$ cat src/rtl/core/sorted_priority_queue_unit_defines.svh
// Assertion macros of the sorted priority queue RTL.
`ifndef SORTED_PRIORITY_QUEUE_UNIT_DEFINES_SVH
`define SORTED_PRIORITY_QUEUE_UNIT_DEFINES_SVH

// Same-cycle implication, checked outside reset.
`define SPQ_ASSERT_IMPL(label, clk_s, rst_s, ante, cons, msg) \
    label: assert property (@(posedge clk_s) disable iff (!rst_s) (ante) |-> (cons)) \
        else $error(msg);

// Next-cycle implication, checked outside reset.
`define SPQ_ASSERT_NEXT(label, clk_s, rst_s, ante, cons, msg) \
    label: assert property (@(posedge clk_s) disable iff (!rst_s) (ante) |=> (cons)) \
        else $error(msg);

`endif

$ cat src/rtl/core/spq_pkg.sv
// Shared types, codes and constants of the sorted priority queue.
package spq_pkg;

    // Defaults of the top-level parameters.
    localparam int SPQ_DEPTH        = 16;
    localparam int SPQ_TASK_BITS    = 32;
    localparam int SPQ_CONTEXT_BITS = 64;

    // Fixed field widths of the stream words.
    localparam int TASK_FIELD_W    = 32;
    localparam int CONTEXT_FIELD_W = 64;
    localparam int KEY_W           = 32;
    localparam int ACTION_W        = 2;
    localparam int STATUS_W        = 2;

    // Input word layout.
    localparam int IN_TASK_LSB  = 0;
    localparam int IN_CTX_LSB   = IN_TASK_LSB + TASK_FIELD_W;
    localparam int IN_KEY_LSB   = IN_CTX_LSB + CONTEXT_FIELD_W;
    localparam int IN_TDATA_W   = IN_KEY_LSB + KEY_W;
    localparam int IN_TUSER_W   = ACTION_W;

    // Output word layout; count and empty flag sit above the key.
    localparam int OUT_TASK_LSB = 0;
    localparam int OUT_CTX_LSB  = OUT_TASK_LSB + TASK_FIELD_W;
    localparam int OUT_KEY_LSB  = OUT_CTX_LSB + CONTEXT_FIELD_W;
    localparam int OUT_CNT_LSB  = OUT_KEY_LSB + KEY_W;
    localparam int OUT_TUSER_W  = 1 + STATUS_W;

    typedef enum logic [ACTION_W-1:0] {
        ACT_INSERT    = 2'd0,
        ACT_POP       = 2'd1,
        ACT_NORMALIZE = 2'd2
    } action_t;

    typedef enum logic [STATUS_W-1:0] {
        STAT_OK    = 2'd0,
        STAT_FULL  = 2'd1,
        STAT_EMPTY = 2'd2
    } status_t;

    typedef enum logic [2:0] {
        ST_IDLE,
        ST_DISPATCH,
        ST_INS_LOOP,
        ST_INS_PLACE,
        ST_POP_TAKE,
        ST_NRM_OFF,
        ST_NRM_LOOP,
        ST_RESP
    } state_t;

    // Logical slot that a read addresses.
    typedef enum logic [1:0] {
        RD_HEAD,
        RD_TAIL,
        RD_IDX_M2,
        RD_IDX_P1
    } rd_sel_t;

    typedef enum logic [2:0] {
        IDX_HOLD,
        IDX_COUNT,
        IDX_ZERO,
        IDX_DEC,
        IDX_INC
    } idx_op_t;

    typedef enum logic [1:0] {
        WR_NONE,
        WR_MOVE,
        WR_NEW,
        WR_NORM
    } wr_op_t;

    typedef enum logic [1:0] {
        CNT_HOLD,
        CNT_INC,
        CNT_DEC
    } cnt_op_t;

    // Commands from the controller to the datapath.
    typedef struct packed {
        logic    capture;
        logic    rd_en;
        rd_sel_t rd_sel;
        idx_op_t idx_op;
        wr_op_t  wr_op;
        cnt_op_t cnt_op;
        logic    head_inc;
        logic    off_load;
        logic    status_load;
        status_t status;
        logic    out_load;
    } cmd_t;

    // Status from the datapath to the controller.
    typedef struct packed {
        action_t action;
        logic    count_zero;
        logic    count_full;
        logic    key_gt;
        logic    tail_neg;
        logic    idx_is_one;
        logic    idx_is_last;
        logic    out_busy;
    } sts_t;

endpackage

$ cat src/rtl/core/spq_ctrl.sv
// Controller state machine of the sorted priority queue.
module spq_ctrl (
    input  logic          clk,
    input  logic          rst_n,
    input  logic          s_tvalid,
    output logic          s_tready,
    input  spq_pkg::sts_t sts,
    output spq_pkg::cmd_t cmd
);
    import spq_pkg::*;

    state_t state_reg;
    state_t state_next;

    // State register.
    always_ff @(posedge clk or negedge rst_n)
    begin
        if (!rst_n)
        begin
            state_reg <= ST_IDLE;
        end
        else
        begin
            state_reg <= state_next;
        end
    end

    // Next state and commands.
    always_comb
    begin
        state_next = state_reg;
        cmd        = '0;
        s_tready   = 1'b0;
        case (state_reg)
            ST_IDLE:
            begin
                s_tready = 1'b1;
                if (s_tvalid)
                begin
                    cmd.capture = 1'b1;
                    state_next  = ST_DISPATCH;
                end
            end
            ST_DISPATCH:
            begin
                cmd.status_load = 1'b1;
                cmd.status      = STAT_OK;
                case (sts.action)
                    ACT_INSERT:
                    begin
                        if (sts.count_full)
                        begin
                            cmd.status = STAT_FULL;
                            state_next = ST_RESP;
                        end
                        else
                        begin
                            cmd.idx_op = IDX_COUNT;
                            if (sts.count_zero)
                            begin
                                state_next = ST_INS_PLACE;
                            end
                            else
                            begin
                                cmd.rd_en  = 1'b1;
                                cmd.rd_sel = RD_TAIL;
                                state_next = ST_INS_LOOP;
                            end
                        end
                    end
                    ACT_POP:
                    begin
                        if (sts.count_zero)
                        begin
                            cmd.status = STAT_EMPTY;
                            state_next = ST_RESP;
                        end
                        else
                        begin
                            cmd.rd_en  = 1'b1;
                            cmd.rd_sel = RD_HEAD;
                            state_next = ST_POP_TAKE;
                        end
                    end
                    ACT_NORMALIZE:
                    begin
                        if (sts.count_zero)
                        begin
                            cmd.status = STAT_EMPTY;
                            state_next = ST_RESP;
                        end
                        else
                        begin
                            cmd.rd_en  = 1'b1;
                            cmd.rd_sel = RD_TAIL;
                            state_next = ST_NRM_OFF;
                        end
                    end
                    default:
                    begin
                        state_next = ST_RESP;
                    end
                endcase
            end
            // Walk from the tail toward the head, moving each entry whose key
            // is not greater one slot back.
            ST_INS_LOOP:
            begin
                if (sts.key_gt)
                begin
                    cmd.wr_op  = WR_NEW;
                    cmd.cnt_op = CNT_INC;
                    state_next = ST_RESP;
                end
                else
                begin
                    cmd.wr_op  = WR_MOVE;
                    cmd.idx_op = IDX_DEC;
                    if (sts.idx_is_one)
                    begin
                        state_next = ST_INS_PLACE;
                    end
                    else
                    begin
                        cmd.rd_en  = 1'b1;
                        cmd.rd_sel = RD_IDX_M2;
                    end
                end
            end
            ST_INS_PLACE:
            begin
                cmd.wr_op  = WR_NEW;
                cmd.cnt_op = CNT_INC;
                state_next = ST_RESP;
            end
            ST_POP_TAKE:
            begin
                cmd.head_inc = 1'b1;
                cmd.cnt_op   = CNT_DEC;
                state_next   = ST_RESP;
            end
            // Tail key is in the read register; only a negative one shifts keys.
            ST_NRM_OFF:
            begin
                if (sts.tail_neg)
                begin
                    cmd.off_load = 1'b1;
                    cmd.idx_op   = IDX_ZERO;
                    cmd.rd_en    = 1'b1;
                    cmd.rd_sel   = RD_HEAD;
                    state_next   = ST_NRM_LOOP;
                end
                else
                begin
                    state_next = ST_RESP;
                end
            end
            // One key rewritten per cycle while the next one is read.
            ST_NRM_LOOP:
            begin
                cmd.wr_op = WR_NORM;
                if (sts.idx_is_last)
                begin
                    state_next = ST_RESP;
                end
                else
                begin
                    cmd.idx_op = IDX_INC;
                    cmd.rd_en  = 1'b1;
                    cmd.rd_sel = RD_IDX_P1;
                end
            end
            ST_RESP:
            begin
                if (!sts.out_busy)
                begin
                    cmd.out_load = 1'b1;
                    state_next   = ST_IDLE;
                end
            end
            default:
            begin
                state_next = ST_IDLE;
            end
        endcase
    end

endmodule

$ cat src/rtl/core/spq_dpath.sv
// Datapath of the sorted priority queue: entry memories, pointers and output register.
module spq_dpath #(
    parameter int DEPTH        = spq_pkg::SPQ_DEPTH,
    parameter int TASK_BITS    = spq_pkg::SPQ_TASK_BITS,
    parameter int CONTEXT_BITS = spq_pkg::SPQ_CONTEXT_BITS,
    parameter int CNT_W        = $clog2(DEPTH + 1),
    parameter int OUT_TDATA_W  = ((spq_pkg::OUT_CNT_LSB + CNT_W + 1 + 7) / 8) * 8
) (
    input  logic                            clk,
    input  logic                            rst_n,
    input  spq_pkg::cmd_t                   cmd,
    output spq_pkg::sts_t                   sts,
    input  logic [spq_pkg::IN_TDATA_W-1:0]  s_tdata,
    input  logic [spq_pkg::IN_TUSER_W-1:0]  s_tuser,
    output logic                            m_tvalid,
    input  logic                            m_tready,
    output logic [OUT_TDATA_W-1:0]          m_tdata,
    output logic [spq_pkg::OUT_TUSER_W-1:0] m_tuser
);
    import spq_pkg::*;

    localparam int ADDR_W    = (DEPTH > 1) ? $clog2(DEPTH) : 1;
    localparam int TASK_KEEP = (TASK_BITS < TASK_FIELD_W) ? TASK_BITS : TASK_FIELD_W;
    localparam int CTX_KEEP  = (CONTEXT_BITS < CONTEXT_FIELD_W) ? CONTEXT_BITS
                                                                : CONTEXT_FIELD_W;

    // Entry storage, addressed as a ring starting at the head slot.
    logic signed [KEY_W-1:0] key_mem  [DEPTH];
    logic [TASK_KEEP-1:0]    task_mem [DEPTH];
    logic [CTX_KEEP-1:0]     ctx_mem  [DEPTH];

    action_t                 act_reg;
    logic [TASK_KEEP-1:0]    new_task_reg;
    logic [CTX_KEEP-1:0]     new_ctx_reg;
    logic signed [KEY_W-1:0] new_key_reg;
    logic signed [KEY_W-1:0] rd_key_reg;
    logic [TASK_KEEP-1:0]    rd_task_reg;
    logic [CTX_KEEP-1:0]     rd_ctx_reg;
    logic signed [33:0]      off_reg;
    logic signed [33:0]      off_next;
    status_t                 status_reg;
    logic [OUT_TDATA_W-1:0]  m_tdata_reg;
    logic [OUT_TDATA_W-1:0]  m_tdata_next;
    logic [OUT_TUSER_W-1:0]  m_tuser_reg;
    logic [OUT_TUSER_W-1:0]  m_tuser_next;

    logic [ADDR_W-1:0]       head_reg;
    logic [ADDR_W-1:0]       head_next;
    logic [CNT_W-1:0]        count_reg;
    logic [CNT_W-1:0]        count_next;
    logic [ADDR_W-1:0]       idx_reg;
    logic [ADDR_W-1:0]       idx_next;
    logic                    m_tvalid_reg;
    logic                    m_tvalid_next;

    logic [CNT_W-1:0]        cnt_m1;
    logic [ADDR_W-1:0]       rd_log;
    logic [ADDR_W-1:0]       rd_addr;
    logic [ADDR_W-1:0]       wr_addr;
    logic                    wr_key_en;
    logic                    wr_pay_en;
    logic signed [KEY_W-1:0] wr_key;
    logic [TASK_KEEP-1:0]    wr_task;
    logic [CTX_KEEP-1:0]     wr_ctx;
    logic signed [33:0]      norm_sum;
    logic signed [KEY_W-1:0] norm_key;
    logic signed [33:0]      tail_ext;
    logic signed [33:0]      half_sum;
    logic                    pop_ok;

    // Ring position of a logical slot.
    function automatic logic [ADDR_W-1:0] ring_addr(input logic [ADDR_W-1:0] base,
                                                    input logic [ADDR_W-1:0] ofs);
        logic [ADDR_W:0] sum;
        sum = {1'b0, base} + {1'b0, ofs};
        if (sum >= (ADDR_W + 1)'(DEPTH))
        begin
            sum = sum - (ADDR_W + 1)'(DEPTH);
        end
        return sum[ADDR_W-1:0];
    endfunction

    assign cnt_m1 = count_reg - CNT_W'(1);

    // Read address selection.
    always_comb
    begin
        case (cmd.rd_sel)
            RD_HEAD:   rd_log = '0;
            RD_TAIL:   rd_log = cnt_m1[ADDR_W-1:0];
            RD_IDX_M2: rd_log = idx_reg - ADDR_W'(2);
            RD_IDX_P1: rd_log = idx_reg + ADDR_W'(1);
            default:   rd_log = '0;
        endcase
        rd_addr = ring_addr(head_reg, rd_log);
        wr_addr = ring_addr(head_reg, idx_reg);
    end

    // Key shifted by the normalize offset, saturated to the key range.
    always_comb
    begin
        norm_sum = {{2{rd_key_reg[KEY_W-1]}}, rd_key_reg} + off_reg;
        if (norm_sum > 34'sd2147483647)
        begin
            norm_key = 32'sh7FFFFFFF;
        end
        else if (norm_sum < -34'sd2147483648)
        begin
            norm_key = 32'sh80000000;
        end
        else
        begin
            norm_key = norm_sum[KEY_W-1:0];
        end
    end

    // Offset -(k + k/2) from the negative tail key, halving toward zero.
    always_comb
    begin
        tail_ext = {{2{rd_key_reg[KEY_W-1]}}, rd_key_reg};
        half_sum = tail_ext + {33'd0, rd_key_reg[KEY_W-1]};
        off_next = -(tail_ext + (half_sum >>> 1));
    end

    // Write port data.
    always_comb
    begin
        wr_key_en = (cmd.wr_op != WR_NONE);
        wr_pay_en = (cmd.wr_op == WR_MOVE) || (cmd.wr_op == WR_NEW);
        wr_task   = new_task_reg;
        wr_ctx    = new_ctx_reg;
        case (cmd.wr_op)
            WR_MOVE:
            begin
                wr_key  = rd_key_reg;
                wr_task = rd_task_reg;
                wr_ctx  = rd_ctx_reg;
            end
            WR_NEW:  wr_key = new_key_reg;
            WR_NORM: wr_key = norm_key;
            default: wr_key = new_key_reg;
        endcase
    end

    // Entry memories: one write and one registered read per cycle.
    always_ff @(posedge clk)
    begin
        if (wr_key_en)
        begin
            key_mem[wr_addr] <= wr_key;
        end
        if (wr_pay_en)
        begin
            task_mem[wr_addr] <= wr_task;
            ctx_mem[wr_addr]  <= wr_ctx;
        end
        if (cmd.rd_en)
        begin
            rd_key_reg  <= key_mem[rd_addr];
            rd_task_reg <= task_mem[rd_addr];
            rd_ctx_reg  <= ctx_mem[rd_addr];
        end
    end

    // Pointer, count and index updates.
    always_comb
    begin
        head_next = head_reg;
        if (cmd.head_inc)
        begin
            head_next = (head_reg == ADDR_W'(DEPTH - 1)) ? '0 : head_reg + ADDR_W'(1);
        end
        case (cmd.cnt_op)
            CNT_INC: count_next = count_reg + CNT_W'(1);
            CNT_DEC: count_next = count_reg - CNT_W'(1);
            default: count_next = count_reg;
        endcase
        case (cmd.idx_op)
            IDX_COUNT: idx_next = count_reg[ADDR_W-1:0];
            IDX_ZERO:  idx_next = '0;
            IDX_DEC:   idx_next = idx_reg - ADDR_W'(1);
            IDX_INC:   idx_next = idx_reg + ADDR_W'(1);
            default:   idx_next = idx_reg;
        endcase
    end

    // Result word assembled from the operation's outcome.
    always_comb
    begin
        pop_ok       = (act_reg == ACT_POP) && (status_reg == STAT_OK);
        m_tdata_next = '0;
        if (pop_ok)
        begin
            m_tdata_next[OUT_TASK_LSB +: TASK_KEEP] = rd_task_reg;
            m_tdata_next[OUT_CTX_LSB +: CTX_KEEP]   = rd_ctx_reg;
            m_tdata_next[OUT_KEY_LSB +: KEY_W]      = rd_key_reg;
        end
        m_tdata_next[OUT_CNT_LSB +: CNT_W] = count_reg;
        m_tdata_next[OUT_CNT_LSB + CNT_W]  = (count_reg == '0);
        m_tuser_next  = {status_reg, pop_ok};
        m_tvalid_next = m_tvalid_reg;
        if (cmd.out_load)
        begin
            m_tvalid_next = 1'b1;
        end
        else if (m_tready)
        begin
            m_tvalid_next = 1'b0;
        end
    end

    // Control registers.
    always_ff @(posedge clk or negedge rst_n)
    begin
        if (!rst_n)
        begin
            head_reg     <= '0;
            count_reg    <= '0;
            idx_reg      <= '0;
            m_tvalid_reg <= 1'b0;
        end
        else
        begin
            head_reg     <= head_next;
            count_reg    <= count_next;
            idx_reg      <= idx_next;
            m_tvalid_reg <= m_tvalid_next;
        end
    end

    // Payload registers.
    always_ff @(posedge clk)
    begin
        if (cmd.capture)
        begin
            act_reg      <= action_t'(s_tuser);
            new_task_reg <= s_tdata[IN_TASK_LSB +: TASK_KEEP];
            new_ctx_reg  <= s_tdata[IN_CTX_LSB +: CTX_KEEP];
            new_key_reg  <= s_tdata[IN_KEY_LSB +: KEY_W];
        end
        if (cmd.off_load)
        begin
            off_reg <= off_next;
        end
        if (cmd.status_load)
        begin
            status_reg <= cmd.status;
        end
        if (cmd.out_load)
        begin
            m_tdata_reg <= m_tdata_next;
            m_tuser_reg <= m_tuser_next;
        end
    end

    // Status toward the controller.
    always_comb
    begin
        sts.action      = act_reg;
        sts.count_zero  = (count_reg == '0);
        sts.count_full  = (count_reg == CNT_W'(DEPTH));
        sts.key_gt      = (rd_key_reg > new_key_reg);
        sts.tail_neg    = rd_key_reg[KEY_W-1];
        sts.idx_is_one  = (idx_reg == ADDR_W'(1));
        sts.idx_is_last = (CNT_W'(idx_reg) == cnt_m1);
        sts.out_busy    = m_tvalid_reg && !m_tready;
    end

    assign m_tvalid = m_tvalid_reg;
    assign m_tdata  = m_tdata_reg;
    assign m_tuser  = m_tuser_reg;

endmodule

$ cat src/rtl/core/sorted_priority_queue_unit.sv
// Top level of the sorted priority queue: controller, datapath and checks.
//
//   Channel   Direction  Contents
//   s_*       in         one operation word: action in tuser, entry fields in tdata
//   m_*       out        one result word per operation: flags in tuser, entry in tdata
//
// Normalize rewrites every held entry when the smallest key is negative; insert
// shifts back each entry whose key is not greater; a refused operation or the unused
// code goes straight to the response. One memory write port: one shift a cycle.
// Reset clears the head pointer and the count; entry memories are not cleared.
// A finished result waits in its state while the output register is still
// full; a new word is taken only once the previous result has been loaded.
`include "sorted_priority_queue_unit_defines.svh"

module sorted_priority_queue_unit #(
    parameter int DEPTH        = spq_pkg::SPQ_DEPTH,
    parameter int TASK_BITS    = spq_pkg::SPQ_TASK_BITS,
    parameter int CONTEXT_BITS = spq_pkg::SPQ_CONTEXT_BITS,
    parameter int CNT_W        = $clog2(DEPTH + 1),
    parameter int OUT_TDATA_W  = ((spq_pkg::OUT_CNT_LSB + CNT_W + 1 + 7) / 8) * 8
) (
    input  logic                            clk,
    input  logic                            rst_n,
    input  logic                            s_tvalid,
    output logic                            s_tready,
    // task_in[31:0], context_in[95:32], key_in[127:96]
    input  logic [spq_pkg::IN_TDATA_W-1:0]  s_tdata,
    // action[1:0]
    input  logic [spq_pkg::IN_TUSER_W-1:0]  s_tuser,
    output logic                            m_tvalid,
    input  logic                            m_tready,
    // task_out, context_out, key_out, entry_count, is_empty, zero fill
    output logic [OUT_TDATA_W-1:0]          m_tdata,
    // data_valid[0], status[2:1]
    output logic [spq_pkg::OUT_TUSER_W-1:0] m_tuser
);
    import spq_pkg::*;

    cmd_t cmd;
    sts_t sts;

    // Terms watched by the checks at the end.
    logic [CNT_W-1:0] out_count;
    logic             out_empty;
    logic             count_ok;
    logic             pop_status_ok;
    logic             mem_write;
    logic             in_accept;

    spq_ctrl u_ctrl (
        .clk      (clk),
        .rst_n    (rst_n),
        .s_tvalid (s_tvalid),
        .s_tready (s_tready),
        .sts      (sts),
        .cmd      (cmd)
    );

    spq_dpath #(
        .DEPTH        (DEPTH),
        .TASK_BITS    (TASK_BITS),
        .CONTEXT_BITS (CONTEXT_BITS),
        .CNT_W        (CNT_W),
        .OUT_TDATA_W  (OUT_TDATA_W)
    ) u_dpath (
        .clk      (clk),
        .rst_n    (rst_n),
        .cmd      (cmd),
        .sts      (sts),
        .s_tdata  (s_tdata),
        .s_tuser  (s_tuser),
        .m_tvalid (m_tvalid),
        .m_tready (m_tready),
        .m_tdata  (m_tdata),
        .m_tuser  (m_tuser)
    );

    // Result fields and handshake terms used by the assertions.
    assign out_count     = m_tdata[OUT_CNT_LSB +: CNT_W];
    assign out_empty     = m_tdata[OUT_CNT_LSB + CNT_W];
    assign count_ok      = (out_count <= CNT_W'(DEPTH)) && (out_empty == (out_count == '0));
    assign pop_status_ok = !m_tuser[0] || (m_tuser[2:1] == STAT_OK);
    assign mem_write     = (cmd.wr_op != WR_NONE);
    assign in_accept     = s_tvalid && s_tready;

    // Reported count stays within the depth and agrees with the empty flag.
    `SPQ_ASSERT_IMPL(a_count_range, clk, rst_n, m_tvalid, count_ok, "bad entry count or empty flag")

    // A returned entry always comes with an ok status.
    `SPQ_ASSERT_IMPL(a_pop_status, clk, rst_n, m_tvalid, pop_status_ok, "popped entry, bad status")

    // Entry memories are never written while the block waits for a word.
    `SPQ_ASSERT_IMPL(a_idle_no_write, clk, rst_n, mem_write, !s_tready, "memory write while idle")

    // Taking a word always moves the controller out of idle.
    `SPQ_ASSERT_NEXT(a_accept_busy, clk, rst_n, in_accept, !s_tready, "input taken twice in a row")

endmodule
$ cat config.mk
export PLATFORM = sky130hd
export DESIGN_NAME = sorted_priority_queue_unit
export DESIGN_NICKNAME = d
export VERILOG_FILES = /design/src/rtl/core/spq_pkg.sv /design/src/rtl/core/spq_ctrl.sv /design/src/rtl/core/spq_dpath.sv /design/src/rtl/core/sorted_priority_queue_unit.sv
export VERILOG_INCLUDE_DIRS = /design/src /design/src/rtl/core
export SDC_FILE = /design/constraint.sdc
export NUM_CORES = 2
export LEC_CHECK = 0
export ABC_AREA = 1
export BUFFER_PORTS_ARGS = -buffer_cell sky130_fd_sc_hd__buf_2
export CAP_MARGIN = 20
export CORE_ASPECT_RATIO = 0.8
export CORE_MARGIN = 5
export CORE_UTILIZATION = 60
export DETAILED_ROUTE_END_ITERATION = 6
export PLACE_DENSITY = 0.77
export SLEW_MARGIN = 10
export SYNTH_ARGS = -nofsm -noshare
export SYNTH_HDL_FRONTEND = slang
export SYNTH_SLANG_ARGS = --single-unit
$ cat constraint.sdc
create_clock -name clk -period 26.3 [get_ports clk]
set_clock_uncertainty 0.2 [all_clocks]
set_input_delay 0 -clock clk [delete_from_list [all_inputs] [get_ports clk]]
set_output_delay 0 -clock clk [all_outputs]
set_load 0.02 [all_outputs]
After elaboration in Yosys (flattened, before gate mapping)
Memory sizes are Yosys's and may differ from the RTL's. A register that Yosys moved wholly into a read port is not among the register bits.
Index checks and enable logic that the tools add are counted.
Word-level totals
  register bits after elaboration: 320
  bits in writable memories: 2048
  input bits: 134
  memories kept: 3
Memory list
  u_dpath.ctx_mem: depth 16, width 64, rd ports 1, clocked after memory_dff 1, wr ports 1, line spq_dpath.sv:30  | logic [CTX_KEEP-1:0] ctx_mem [DEPTH];
  u_dpath.key_mem: depth 16, width 32, rd ports 1, clocked after memory_dff 1, wr ports 1, line spq_dpath.sv:28  | logic signed [KEY_W-1:0] key_mem [DEPTH];
  u_dpath.task_mem: depth 16, width 32, rd ports 1, clocked after memory_dff 1, wr ports 1, line spq_dpath.sv:29  | logic [TASK_KEEP-1:0] task_mem [DEPTH];
Cells by class
  $add $sub $neg: 14
  order comparisons: 5
  eq/ne operators: 29
  multiplexer cells: 55
  reduce and logical (&&, ||, !) cells: 16
Operator list (number)
  two-way mux 32 bit: 3
  two-way mux 64 bit: 1
  one-hot mux 32 bit (2 select lines): 1
  adder 34 bit: 1
  > comparator 34 x 32 -> 1 bit, second input constant: 1
  less-than comparator 34 x 32 -> 1 bit, second input constant: 1
  negator 34 bit: 1
  adder 32 x 2 -> 33 bit: 1
  adder 32 x 32 -> 33 bit: 1
  two-way mux 3 bit: 11
  > comparator 32 bit: 1
  one-hot mux 4 bit (4 select lines): 2
  two-way mux 6 bit: 4
  one-hot mux 6 bit (4 select lines): 1
  one-hot mux 3 bit (7 select lines): 1
  two-way mux 1 bit: 18
  one-hot mux 3 bit (3 select lines): 2
  equality test 3 bit, second input constant: 5
  equality test 2 bit, second input constant: 6
  equality test 3 x 2 -> 1 bit, second input constant: 4
  two-way mux 4 bit: 3
  one-hot mux 2 bit (3 select lines): 2
  subtractor 4 x 1 -> 4 bit, second input constant: 3
  adder 4 x 4 -> 5 bit: 2
  26 further kinds: 43

Logic depth before layout (Yosys ltp)
  depth after elaboration: 10
  mapped depth: 34

Hierarchy
Synthesis repeated with hierarchy kept, for this count alone.
Unflattened totals
  cells, all modules: 7970
  area total of the unflattened synthesis: 102878.7 sq um
Modules (own cells, without submodules)
  spq_dpath: times used 1, cells each 7875, area an instance 102325.6 sq um, sequential area each 74791.7 sq um
  spq_ctrl: times used 1, cells each 95, area an instance 553.0 sq um, sequential area each 75.1 sq um

Least setup slack after synthesis
OpenSTA, ideal clock, no wires.
  path type: register -> register
  start: register u_ctrl.state_reg[0]
  end: register u_dpath.act_reg[0], enable pin
  library setup time: 0.778 ns
  arrival: 9.451 ns
  data required time: 25.322 ns
  setup slack: 15.871 ns
  stages on the path, launching flop included: 5
  path buffers: 0
  clock period less this slack: 10.429 ns
  cells stage by stage: dfrtp_1 > inv_1 > ha_1 > inv_1 > nor3_1
RTL lines
  from (decl): line spq_ctrl.sv:12  | state_t state_reg;
  from (signal assigned): line spq_ctrl.sv:24  | state_reg <= state_next;
  to (signal assigned): line spq_dpath.sv:236  | act_reg <= action_t'(s_tuser);
  to (decl): line spq_dpath.sv:32  | action_t act_reg;

Final worst setup path
  start: register u_dpath.rd_key_reg[9] (read register of u_dpath.key_mem)
  end: register u_dpath.rd_ctx_reg[44] (read register of u_dpath.ctx_mem) (data pin)
Between the ends
  word-level cells in the longest chain between the ends: 8
  elaborated cells between the ends (all ways): 12
  classes of those cells: add/sub: 2; order compare: 2; eq/ne: 3; mux: 4; reduce/logical: 1
RTL lines
  from (decl): line spq_dpath.sv:36  | logic signed [KEY_W-1:0] rd_key_reg;
  > comparator 32 bit *: line spq_dpath.sv:262  | sts.key_gt = (rd_key_reg > new_key_reg);
  two-way mux 6 bit *: line spq_ctrl.sv:109  | if (sts.key_gt)
  one-hot mux 6 bit (4 select lines) *: line spq_ctrl.sv:34  | case (state_reg)
  equality test 2 bit (tied with other cells): line spq_dpath.sv:88  | case (cmd.rd_sel)
  one-hot mux 4 bit (4 select lines): line spq_dpath.sv:88
  adder 4 x 4 -> 5 bit: line spq_dpath.sv:75  | sum = {1'b0, base} + {1'b0, ofs};
  subtractor 4 x 1 -> 4 bit / >= comparator 5 bit (equally long branches): line spq_dpath.sv:78, spq_dpath.sv:76
  two-way mux 4 bit: line spq_dpath.sv:76  | if (sum >= (ADDR_W + 1)'(DEPTH))
  to (decl): line spq_dpath.sv:38  | logic [CTX_KEEP-1:0] rd_ctx_reg;
Mark *: on every way between the ends. The rest lies on a longest branch, timed or not.
A chain may end at the register's enable or synchronous reset.

==> impl_metrics.json <==
{
  "clk_pin_slew_ps": 60,
  "fin_area_um2": 118000,
  "hold_slack_ps": -1.24,
  "crit_fanout": 100,
  "grt_antenna_before_repair": 3,
  "gp_congestion": 0.934,
  "synth-seq-area-share": 0.720,
  "via_per_inst": 6.25,
  "maxCapViolations": 0,
  "end_kind": "flop",
  "initial_utilization": 0.605,
  "placed_area_um2": 108000,
  "cts.sink_count": 2496,
  "period_share": 0.335,
  "drv_slew": 0,
  "antenna_left": 0,
  "largest_register_ffs": 1024,
  "wl_per_cell_um": 24.5,
  "rr_startpoint": "u_dpath.rd_key_reg[9]",
  "slew_headroom": 0.0850,
  "io_buffers": 272,
  "cts_setup_buffers": 0,
  "highest_layer": "met5",
  "ys_seq_elements": 2496,
  "fmax_ghz": 0.113,
  "synth_edf_count": 2479,
  "drcViolationCount": 0,
  "layout_commonest_cell": "edfxtp_1",
  "grt_use_total": 0.299,
  "ys_types": 56,
  "setup_viol": 0,
  "die_width_um": 476,
  "startpoint_type": "flop",
  "rsz0062_at_grt": "no",
  "synth_flop_cell": "edfxtp_1",
  "crit_arrival_ps": 9320,
  "crit_type": "reg -> reg",
  "grt_max_degree": 254,
  "status": "finished with violations",
  "async_flop_share": 0.00681,
  "synth_area_um2": 104000,
  "die-area_um2": 182000,
  "clockBufferDepth": 3,
  "top_register": "u_dpath.ctx_mem",
  "synthCells": 8503,
  "r2r_cells": 29,
  "area_growth_pct": 13.5,
  "avgSynthCellArea_um2": 12.2,
  "hpwl_mm": 148,
  "grt_pass1_wl_mm": 415,
  "std_cell_rows": 136,
  "io_pins": 275,
  "grt_overflow": 0,
  "finalSetupTns_ps": 0,
  "cts_tree": "yes",
  "cts_max_level": 4,
  "min_path_type": "in -> reg",
  "crit_path_frequent_cell": "nand2_1",
  "vias": 71240,
  "insertion_delay_ps": 860,
  "wl_mm": 279,
  "die_h_um": 382,
  "violations": "hold timing",
  "drt_iter0_drc": 10823,
  "nets": 9198,
  "met1_length_mm": 108,
  "coreArea_um2": 172000,
  "endpoint": "u_dpath.rd_ctx_reg[44]",
  "slowest_stage": "buf_4",
  "cp-startpoint": "u_dpath.rd_key_reg[9]",
  "tightest_slew_ps": 1370,
  "r2r-end": "u_dpath.rd_ctx_reg[44]",
  "reg2reg_setup_slack_ps": 17490,
  "drt_pass1_iterations": 7,
  "final_cell_mix": "2479 x edfxtp_1, 1628 x nand2_1, 1012 x nor2_1, 843 x o21ai_0, 468 x a21oi_1",
  "largestRegisters": "u_dpath.ctx_mem x1024, u_dpath.key_mem x512, u_dpath.task_mem x512",
  "hold_viol": 2,
  "cp.required_ps": 26810,
  "synth_warnings": 0,
  "cts_root_buf": "clkbuf_16",
  "numCtsBuffers": 226,
  "wl_met2_mm": 130,
  "grt_pass1_vias": 68424,
  "drive_gt1_frac": 0.0939,
  "dr_wl_met3_mm": 31.0,
  "layout_min_cycle_time_ps": 8810,
  "crit_path_max_incr_delay_ps": 910
}
==> cell usage after synthesis, types with 17 or more instances <==
cell,count,area share
nand2_1,1629,0.059
o21ai_0,843,0.041
o22ai_1,258,0.016
clkbuf_1,390,0.014
nand4_1,29,0.0017
xnor2_1,34,0.0029
xor2_1,96,0.0081
edfxtp_1,2479,0.72
dfrtp_1,17,0.0041
buf_2,47,0.0023
inv_1,339,0.012
nor3_1,34,0.0016
a32o_1,256,0.025
buf_1,51,0.0018
nor2_1,1047,0.038
nand3_1,229,0.011
a21oi_1,473,0.023
ha_1,125,0.015
==> timing repair <==
action                    in CTS  in global routing
hold buffers                 265                  0
hold endpoints to repair     224                  0
resized for setup              0                  0
==> critical path: cells and delay by family, from the launching register on <==
family	cells	cell delay (ps)
buffers and inverters	5	3920
adders and majority gates	2	930
DFF	1	590
AOI/OAI and AO/OA	6	1150
and+or+nand+nor	16	1610
==> cell families (layout without fill, tap and decap cells) <==
family | Yosys count | after routing | synth area share
flip-flops | 2496 | 2496 | 0.720
AND/OR/NAND/NOR | 3021 | 3021 | 0.115
buffers and inverters | 849 | 1465 | 0.0317
adder cells (fa/ha/maj) | 129 | 129 | 0.0158
AO/OA/AOI/OAI | 1876 | 1876 | 0.107
XOR/XNOR | 131 | 131 | 0.0111
other | 1 | 4 | 0.0000360
==> layout make-up <==
| type | count | area (um^2) |
|---|---|---|
| clock buffers | 280 | 6020 |
| well taps | 2277 | 2850 |
| repair buffers | 701 | 5420 |
| fillers | 11484 | 54000 |
| inverters | 351 | 1340 |
| diodes | 2 | 5.00 |
| multi-input cells | 5159 | 26200 |
| flip-flops and latches | 2496 | 74900 |
| clock inverters | 133 | 1370 |
==> how the worst min path moves through the flow <==
stage                     startpoint                   to  cells after the start
after floorplan                rst_n  u_ctrl.state_reg[0]                      0
after global routing        s_tvalid   u_dpath.act_reg[1]                      4
after global placement         rst_n   u_dpath.idx_reg[0]                      1
final                       s_tvalid   u_dpath.act_reg[0]                      4
after CTS                   s_tvalid  u_ctrl.state_reg[1]                      7
after detailed placement       rst_n   u_dpath.idx_reg[0]                      1
==> layer usage <==
metal,vias to the layer above,global-route usage
li1,31536,-
met1,34615,0.428
met2,4455,0.471
met3,632,0.0523
met4,2,0.104
met5,-,0
==> stage by stage <==
step,util,instances,setup slack (ps)
floorplan,-,8504,15870
finish,0.686,11399,17490
global placement,0.625,10666,17920
detailed placement,0.625,10668,17680
CTS,0.684,11346,17620
global route,0.686,11397,16980
Power is left out: the tool's default activity adds up to more than one toggle a clock period on the data nets, which glitch-free logic cannot reach.
